`src/design/cdq_pkg.sv`:
```
package cdq_pkg;

	// Storage and field widths
	localparam int DEPTH  = 16;
	localparam int IDX_W  = (DEPTH > 1) ? $clog2(DEPTH) : 1;
	localparam int CNT_W  = $clog2(DEPTH + 1);
	localparam int CAP_W  = 5;
	localparam int DATA_W = 32;
	localparam int OP_W   = 3;

	// Operation codes
	typedef enum logic [OP_W-1:0] {
		OP_NONE       = 3'd0,
		OP_PUSH_FRONT = 3'd1,
		OP_PUSH_REAR  = 3'd2,
		OP_POP_FRONT  = 3'd3,
		OP_POP_REAR   = 3'd4
	} op_t;

	// Row-wide moves, issued by the control to every cell
	typedef struct packed {
		logic             shr;      // all cells take the left neighbor
		logic             shl;      // all cells take the right neighbor
		logic             wr_rear;  // one cell loads the pushed word
		logic [IDX_W-1:0] wr_idx;   // which cell loads on a rear push
	} row_ctl_t;

	// Per-cell move select
	typedef struct packed {
		logic load;
		logic shr;
		logic shl;
	} cell_ctl_t;

	// Status of the item just taken, as it stands after the operation
	typedef struct packed {
		logic             ok;
		logic             empty;
		logic             full;
		logic [IDX_W-1:0] rear_idx;
	} op_res_t;

endpackage

```
`src/design/cdq_cell.sv`:
```
module cdq_cell (
	input  logic                          clk,
	input  cdq_pkg::cell_ctl_t            ctl,
	input  logic [cdq_pkg::DATA_W-1:0]    load_val,
	input  logic [cdq_pkg::DATA_W-1:0]    left,
	input  logic [cdq_pkg::DATA_W-1:0]    right,
	output logic [cdq_pkg::DATA_W-1:0]    data,
	output logic [cdq_pkg::DATA_W-1:0]    data_next
);

	logic [cdq_pkg::DATA_W-1:0] data_q;

	// Next word: a direct load wins, else follow the row shift
	always_comb begin
		priority if (ctl.load) begin
			data_next = load_val;
		end else if (ctl.shr) begin
			data_next = left;
		end else if (ctl.shl) begin
			data_next = right;
		end else begin
			data_next = data_q;
		end
	end

	always_ff @(posedge clk) begin
		data_q <= data_next;
	end

	assign data = data_q;

endmodule

```
`src/design/cdq_ctrl.sv`:
```
module cdq_ctrl (
	input  logic                          clk,
	input  logic                          arst_n,
	input  logic                          go,
	input  logic [cdq_pkg::OP_W-1:0]      opcode,
	input  logic                          cfg_we,
	input  logic [cdq_pkg::CAP_W-1:0]     cfg_data,
	output cdq_pkg::row_ctl_t             row_ctl,
	output cdq_pkg::op_res_t              res
);

	localparam logic [cdq_pkg::CAP_W-1:0] DEPTH_CAP = cdq_pkg::CAP_W'(cdq_pkg::DEPTH);
	localparam logic [cdq_pkg::CNT_W-1:0] CNT_ONE   = cdq_pkg::CNT_W'(1);

	logic [cdq_pkg::CAP_W-1:0] cap_q;
	logic [cdq_pkg::CNT_W-1:0] count_q;
	logic [cdq_pkg::CNT_W-1:0] count_next;
	logic [cdq_pkg::CNT_W-1:0] cap_eff;
	logic                      full_now;
	logic                      empty_now;
	logic                      ok;
	cdq_pkg::op_t              op;

	// Clamp capacity into 1..DEPTH
	always_comb begin
		priority if (cap_q == '0) begin
			cap_eff = cdq_pkg::CNT_W'(1);
		end else if (cap_q > DEPTH_CAP) begin
			cap_eff = cdq_pkg::CNT_W'(cdq_pkg::DEPTH);
		end else begin
			cap_eff = cdq_pkg::CNT_W'(cap_q);
		end
	end

	assign full_now  = (count_q >= cap_eff);
	assign empty_now = (count_q == '0);
	assign op        = cdq_pkg::op_t'(opcode);

	// Decode the operation into row moves and the new fill count
	always_comb begin
		row_ctl    = '0;
		row_ctl.wr_idx = count_q[cdq_pkg::IDX_W-1:0];
		count_next = count_q;
		ok         = 1'b0;
		unique case (op)
			cdq_pkg::OP_NONE: begin
				ok = 1'b1;
			end
			cdq_pkg::OP_PUSH_FRONT: begin
				if (!full_now) begin
					row_ctl.shr = go;
					count_next  = count_q + CNT_ONE;
					ok          = 1'b1;
				end
			end
			cdq_pkg::OP_PUSH_REAR: begin
				if (!full_now) begin
					row_ctl.wr_rear = go;
					count_next      = count_q + CNT_ONE;
					ok              = 1'b1;
				end
			end
			cdq_pkg::OP_POP_FRONT: begin
				if (!empty_now) begin
					row_ctl.shl = go;
					count_next  = count_q - CNT_ONE;
					ok          = 1'b1;
				end
			end
			cdq_pkg::OP_POP_REAR: begin
				if (!empty_now) begin
					count_next = count_q - CNT_ONE;
					ok         = 1'b1;
				end
			end
			default: begin
				ok = 1'b0;
			end
		endcase
	end

	// Status after the operation; rear sits at cell count-1
	always_comb begin
		res.ok       = ok;
		res.empty    = (count_next == '0);
		res.full     = (count_next == cap_eff);
		res.rear_idx = cdq_pkg::IDX_W'(count_next - CNT_ONE);
	end

	// Capacity write also empties the deque
	always_ff @(posedge clk or negedge arst_n) begin
		if (!arst_n) begin
			cap_q   <= cdq_pkg::CAP_W'(16);
			count_q <= '0;
		end else if (cfg_we) begin
			cap_q   <= cfg_data;
			count_q <= '0;
		end else if (go) begin
			count_q <= count_next;
		end
	end

endmodule

```
`src/design/circular_deque_unit.sv`:
```
// An item that is taken shows its result, with done high, in the following cycle.
// Throughput: one item per cycle while no capacity write is offered; the row of cells shifts or loads in a single step.
// busy is high only while a capacity write is offered; that write empties the deque.
// Reset clears the fill count and sets capacity to 16; stored words are not cleared.
// The receiver cannot stall: each result stands for exactly one cycle.
module circular_deque_unit (
	input  logic                          clk,
	input  logic                          arst_n,
	input  logic                          start,
	output logic                          busy,
	input  logic [cdq_pkg::OP_W-1:0]      opcode,
	input  logic signed [cdq_pkg::DATA_W-1:0] value,
	input  logic                          cfg_valid,
	output logic                          cfg_ready,
	input  logic [cdq_pkg::CAP_W-1:0]     cfg_data,
	output logic                          done,
	output logic                          success,
	output logic signed [cdq_pkg::DATA_W-1:0] front_value,
	output logic signed [cdq_pkg::DATA_W-1:0] rear_value,
	output logic                          is_empty,
	output logic                          is_full
);

	logic                        go;
	cdq_pkg::row_ctl_t           row_ctl;
	cdq_pkg::op_res_t            res;
	logic [cdq_pkg::DATA_W-1:0]  cell_q    [cdq_pkg::DEPTH];
	logic [cdq_pkg::DATA_W-1:0]  cell_next [cdq_pkg::DEPTH];

	logic                        done_q;
	logic                        success_q;
	logic [cdq_pkg::DATA_W-1:0]  front_q;
	logic [cdq_pkg::DATA_W-1:0]  rear_q;
	logic                        empty_q;
	logic                        full_q;

	// Configuration write takes the cycle
	assign cfg_ready = 1'b1;
	assign busy      = cfg_valid;
	assign go        = start & ~busy;

	cdq_ctrl u_ctrl (
		.clk      (clk),
		.arst_n   (arst_n),
		.go       (go),
		.opcode   (opcode),
		.cfg_we   (cfg_valid & cfg_ready),
		.cfg_data (cfg_data),
		.row_ctl  (row_ctl),
		.res      (res)
	);

	// Row of cells: cell 0 holds the front, each cell talks to its neighbors
	for (genvar i = 0; i < cdq_pkg::DEPTH; i++) begin : g_cell
		cdq_pkg::cell_ctl_t          cctl;
		logic [cdq_pkg::DATA_W-1:0]  left_w;
		logic [cdq_pkg::DATA_W-1:0]  right_w;

		assign cctl.load = row_ctl.wr_rear && (row_ctl.wr_idx == cdq_pkg::IDX_W'(i));
		assign cctl.shr  = row_ctl.shr;
		assign cctl.shl  = row_ctl.shl;

		if (i == 0) begin : g_first
			assign left_w = value;
		end else begin : g_mid_l
			assign left_w = cell_q[i-1];
		end

		if (i == cdq_pkg::DEPTH - 1) begin : g_last
			assign right_w = cell_q[i];
		end else begin : g_mid_r
			assign right_w = cell_q[i+1];
		end

		cdq_cell u_cell (
			.clk       (clk),
			.ctl       (cctl),
			.load_val  (value),
			.left      (left_w),
			.right     (right_w),
			.data      (cell_q[i]),
			.data_next (cell_next[i])
		);
	end

	// Result strobe
	always_ff @(posedge clk or negedge arst_n) begin
		if (!arst_n) begin
			done_q <= 1'b0;
		end else begin
			done_q <= go;
		end
	end

	// Result payload, taken from the row as it will stand after the operation
	always_ff @(posedge clk) begin
		if (go) begin
			success_q <= res.ok;
			empty_q   <= res.empty;
			full_q    <= res.full;
			if (res.empty) begin
				front_q <= '1;
				rear_q  <= '1;
			end else begin
				front_q <= cell_next[0];
				rear_q  <= cell_next[res.rear_idx];
			end
		end
	end

	assign done        = done_q;
	assign success     = success_q;
	assign front_value = front_q;
	assign rear_value  = rear_q;
	assign is_empty    = empty_q;
	assign is_full     = full_q;

endmodule

```
`config.mk`:
```
export PLATFORM = sky130hd
export DESIGN_NAME = circular_deque_unit
export DESIGN_NICKNAME = d
export VERILOG_FILES = /design/src/design/cdq_pkg.sv /design/src/design/cdq_cell.sv /design/src/design/cdq_ctrl.sv /design/src/design/circular_deque_unit.sv
export SDC_FILE = /design/constraint.sdc
export NUM_CORES = 2
export LEC_CHECK = 0
export BUFFER_PORTS_ARGS = -buffer_cell sky130_fd_sc_hd__buf_2
export CAP_MARGIN = 0
export CORE_UTILIZATION = 42
export CTS_CLUSTER_DIAMETER = 80
export DETAILED_ROUTE_END_ITERATION = 8
export PLACE_DENSITY = 0.59
export SLEW_MARGIN = 20
export SYNTH_ARGS = -nofsm -noshare
export SYNTH_HDL_FRONTEND = slang
export SYNTH_SLANG_ARGS = --single-unit
```
`constraint.sdc`:
```
create_clock -name clk -period 4.28 [get_ports clk]
set_input_delay 0.428 -clock clk [delete_from_list [all_inputs] [get_ports clk]]
set_output_delay 0.428 -clock clk [all_outputs]
set_load 0.02 [all_outputs]
```
==> qor.txt <==
Switch share: 0.399
Synthesized area per cell: 8.03 sq um
DR vias/cell: 6.18
Synth Area in XOR/XNOR: 0.00390
Net Count, Synth: 4,216
Mapped cell area: 33,400 sq um
Placer Congestion: 0.893
Element type at the critical path end: flop
Drt first-iter violations: 3,125
Main combinational cell family by area after synthesis: compound AO/OA/AOI/OAI gates
Synth Area in Compound Gates: 0.240
CTS clk-pin slew, worst paths: 60 ps
Skew final: 30.1 ps
Clk pwr share: 0.216
DP Cell Count: 5,090
Internal cell power: 18.2 mW
Die width: 284 microns
Clock Sinks: 590
Rel. slew slack: 0.325
DR vias: 32.3k
Max Used Layer: met4
Power share of the combinational group: 0.434
Leakage: 17.2 nW
Max Cap Violations: 0
Finished Layout Cells: 5,229
Post-layout minimum cycle time: 4150 ps
Worst path required time: 4760 ps
Final period utilization: 0.970
Fmax: 241 MHz
Worst VDD drop: 444 uV
Worst endpoint data arrival time: 4630 ps
Hold_ws: 54.8 ps
Die height: 284 microns
Class of the worst hold path: in2reg
Netlist cell types: 82
Seq/Total Area, Yosys: 0.375
Clock latency on the worst-skew pair: 640 ps
Area share of fa/ha/maj cells after synthesis: 0.00412
Synth async-reset ratio: 0.0186
Actual slew at the worst max-slew pin: 1000 ps
Nets: 4,173
Simple-gate share of the synthesized area: 0.187
First-pass GRT wire length: 189,000 microns
DRT Pass-1 Iters: 6
Routed WL per cell: 23.9 microns
DRC viols: 0
Initial antenna violation count: 4
Number of global-route vias before repair: 30.5k
Hold Fails Final Rpt: 0
Layout cells sized above 1: 0.142
Synth-to-Final Area Change: 14.0%
Grt ovf: 0
Power density cells: 798 nW/um^2
H-tree depth: 3
CP startpoint kind: flop
Final TNS setup: 0 ps
Met3 WL post-DR: 9260 microns
Status: complete, no violations
DRT antenna net count: 0
Setup CP Type: reg2reg
Mux share of post-synthesis cell area: 0.126
Hpwl dp: 79,300 microns
Flops & latches, synth: 590
Final Util: 0.482
CTS tree: done
Root buf cell: clkbuf_16
# port buffers: 112
Ys flop type: dfxtp_1
Commonest non-fill, non-tap cell in the layout: nand2_1
Post-synth EDFFs: 67
Synth warn: 0
Inserted Clock Buffers: 73
Psw: 12.1 mW
Most frequent cells in the layout: 768 x nand2_1, 512 x dfxtp_1, 350 x o21ai_0
Num rows: 103
Metal1 wirelength: 52,900 microns
Largest net degree at the start of global routing: 104
DR WL met2: 57,100 microns
Core footprint: 78,900 sq um
Cell count after synthesis: 4,161
Final WL: 125,000 microns
RSZ-0062 raised after global routing: false
Flop pwr share: 0.351
Die ar.: 80,600 sq um
Overall Global Routing Usage: 0.302
Max FO, Critical Path: 76
Final setup fails: 0
Clock buffer depth: 3
I/O Pins: 114
Initial Util: 0.423
Slew Limit Fails: 0
## worst max-delay path: stages, from the launching register on
cell,delay (ps)
dfstp_2,530
inv_1,100
ha_1,350
nand4_1,160
or2_2,400
a31oi_4,210
xnor2_4,170
buf_12,430
nor3_4,130
xor2_4,670
buf_4,330
o221ai_1,160
o21bai_1,180
a31oi_1,180
## layer usage
layer,global-route usage,up-vias
met2,0.488,1439
met4,0.135,0
met3,0.0412,301
li1,-,14938
met5,0,-
met1,0.399,15644
## flip-flops by register name, summed over array words and instances, names as in the netlist
register            cells
success                 1
front_value            32
is_empty                1
g_cell.u_cell.data    512
u_ctrl.count_q          5
u_ctrl.cap_q            5
done                    1
is_full                 1
rear_value             32
## path summary, 6_finish.rpt
check	cells past startpoint	endpoint	slack, ps	startpoint
worst max-delay path	13	rear_value[31]	130	u_ctrl.cap_q[4]
worst min-delay path	2	u_ctrl.cap_q[3]	50	cfg_data[3]
worst max register to register	13	rear_value[31]	130	u_ctrl.cap_q[4]
worst min register to register	1	u_ctrl.cap_q[0]	520	u_ctrl.cap_q[0]
max in group asynchronous	2	u_ctrl.cap_q[4]	3800	arst_n
min in group asynchronous	2	u_ctrl.count_q[0]	200	arst_n
## stage by stage
step | cell area (sq um) | power, mW | setup slack, ps
after floorplan | 33400 | 19.1 | 0.184
after global placement | 35500 | 23.6 | 196
after detailed placement | 35500 | 23.6 | 172
after CTS | 38000 | 30.2 | 175
after global routing | 38100 | 32.1 | 0.00488
final | 38100 | 30.4 | 130
## synth_stat cells (all sizes together) (13+ instances only)
cell type	n	area [sq um]
a211o	15	131
a211oi	82	616
a21o	88	661
a21oi	215	1100
a221o	13	130
a221oi	18	158
a22o	45	394
a31oi	24	165
and3	154	963
buf	182	1000
clkbuf	257	966
dfxtp	512	10200
edfxtp	67	2010
inv	43	161
mux2	83	935
mux2i	327	3270
nand2	769	2890
nand2b	13	88.8
nand3	94	475
nand4	30	188
nor2	263	987
nor3	56	302
o211ai	44	330
o21ai	361	1820
o21bai	14	105
o221a	19	214
o221ai	23	201
o22a	21	184
o22ai	141	882
o31ai	47	353
## cells by family after synthesis
group	after synthesis
mux	410
other cells	1
fa+ha+maj	11
compound gates	1232
flops	590
buf+inv	483
simple gates	1423
xor+xnor	11
## power by group through the flow
stage	Clock [mW]	Sequential, mW	Combinational [mW]
detailed placement	0	10.7	13.0
floorplan	0	10.3	8.78
CTS	6.63	10.6	13.0
finish	6.54	10.6	13.2
global placement	0	10.7	12.9
global route	6.86	11.0	14.3
## area by class of cell
class / instances / area [sq um]
antenna: 2 / 5.00
clock buffer: 102 / 2130
clock inverter: 32 / 393
fill: 7782 / 40800
inverter: 44 / 168
multi-input combinational: 3088 / 18900
sequential: 590 / 12500
tap: 1050 / 1310
timing repair buffer: 321 / 2630
## what timing repair did
item | 4_1_cts | 5_1_grt
setup buffers | 0 | 2
endpoints found under the setup margin | 0 | 12
hold buffers | 1 | 0
hold endpoints to repair | 11 | 0
gates resized for setup | 0 | 7
(Power assumes the default switching activity.)
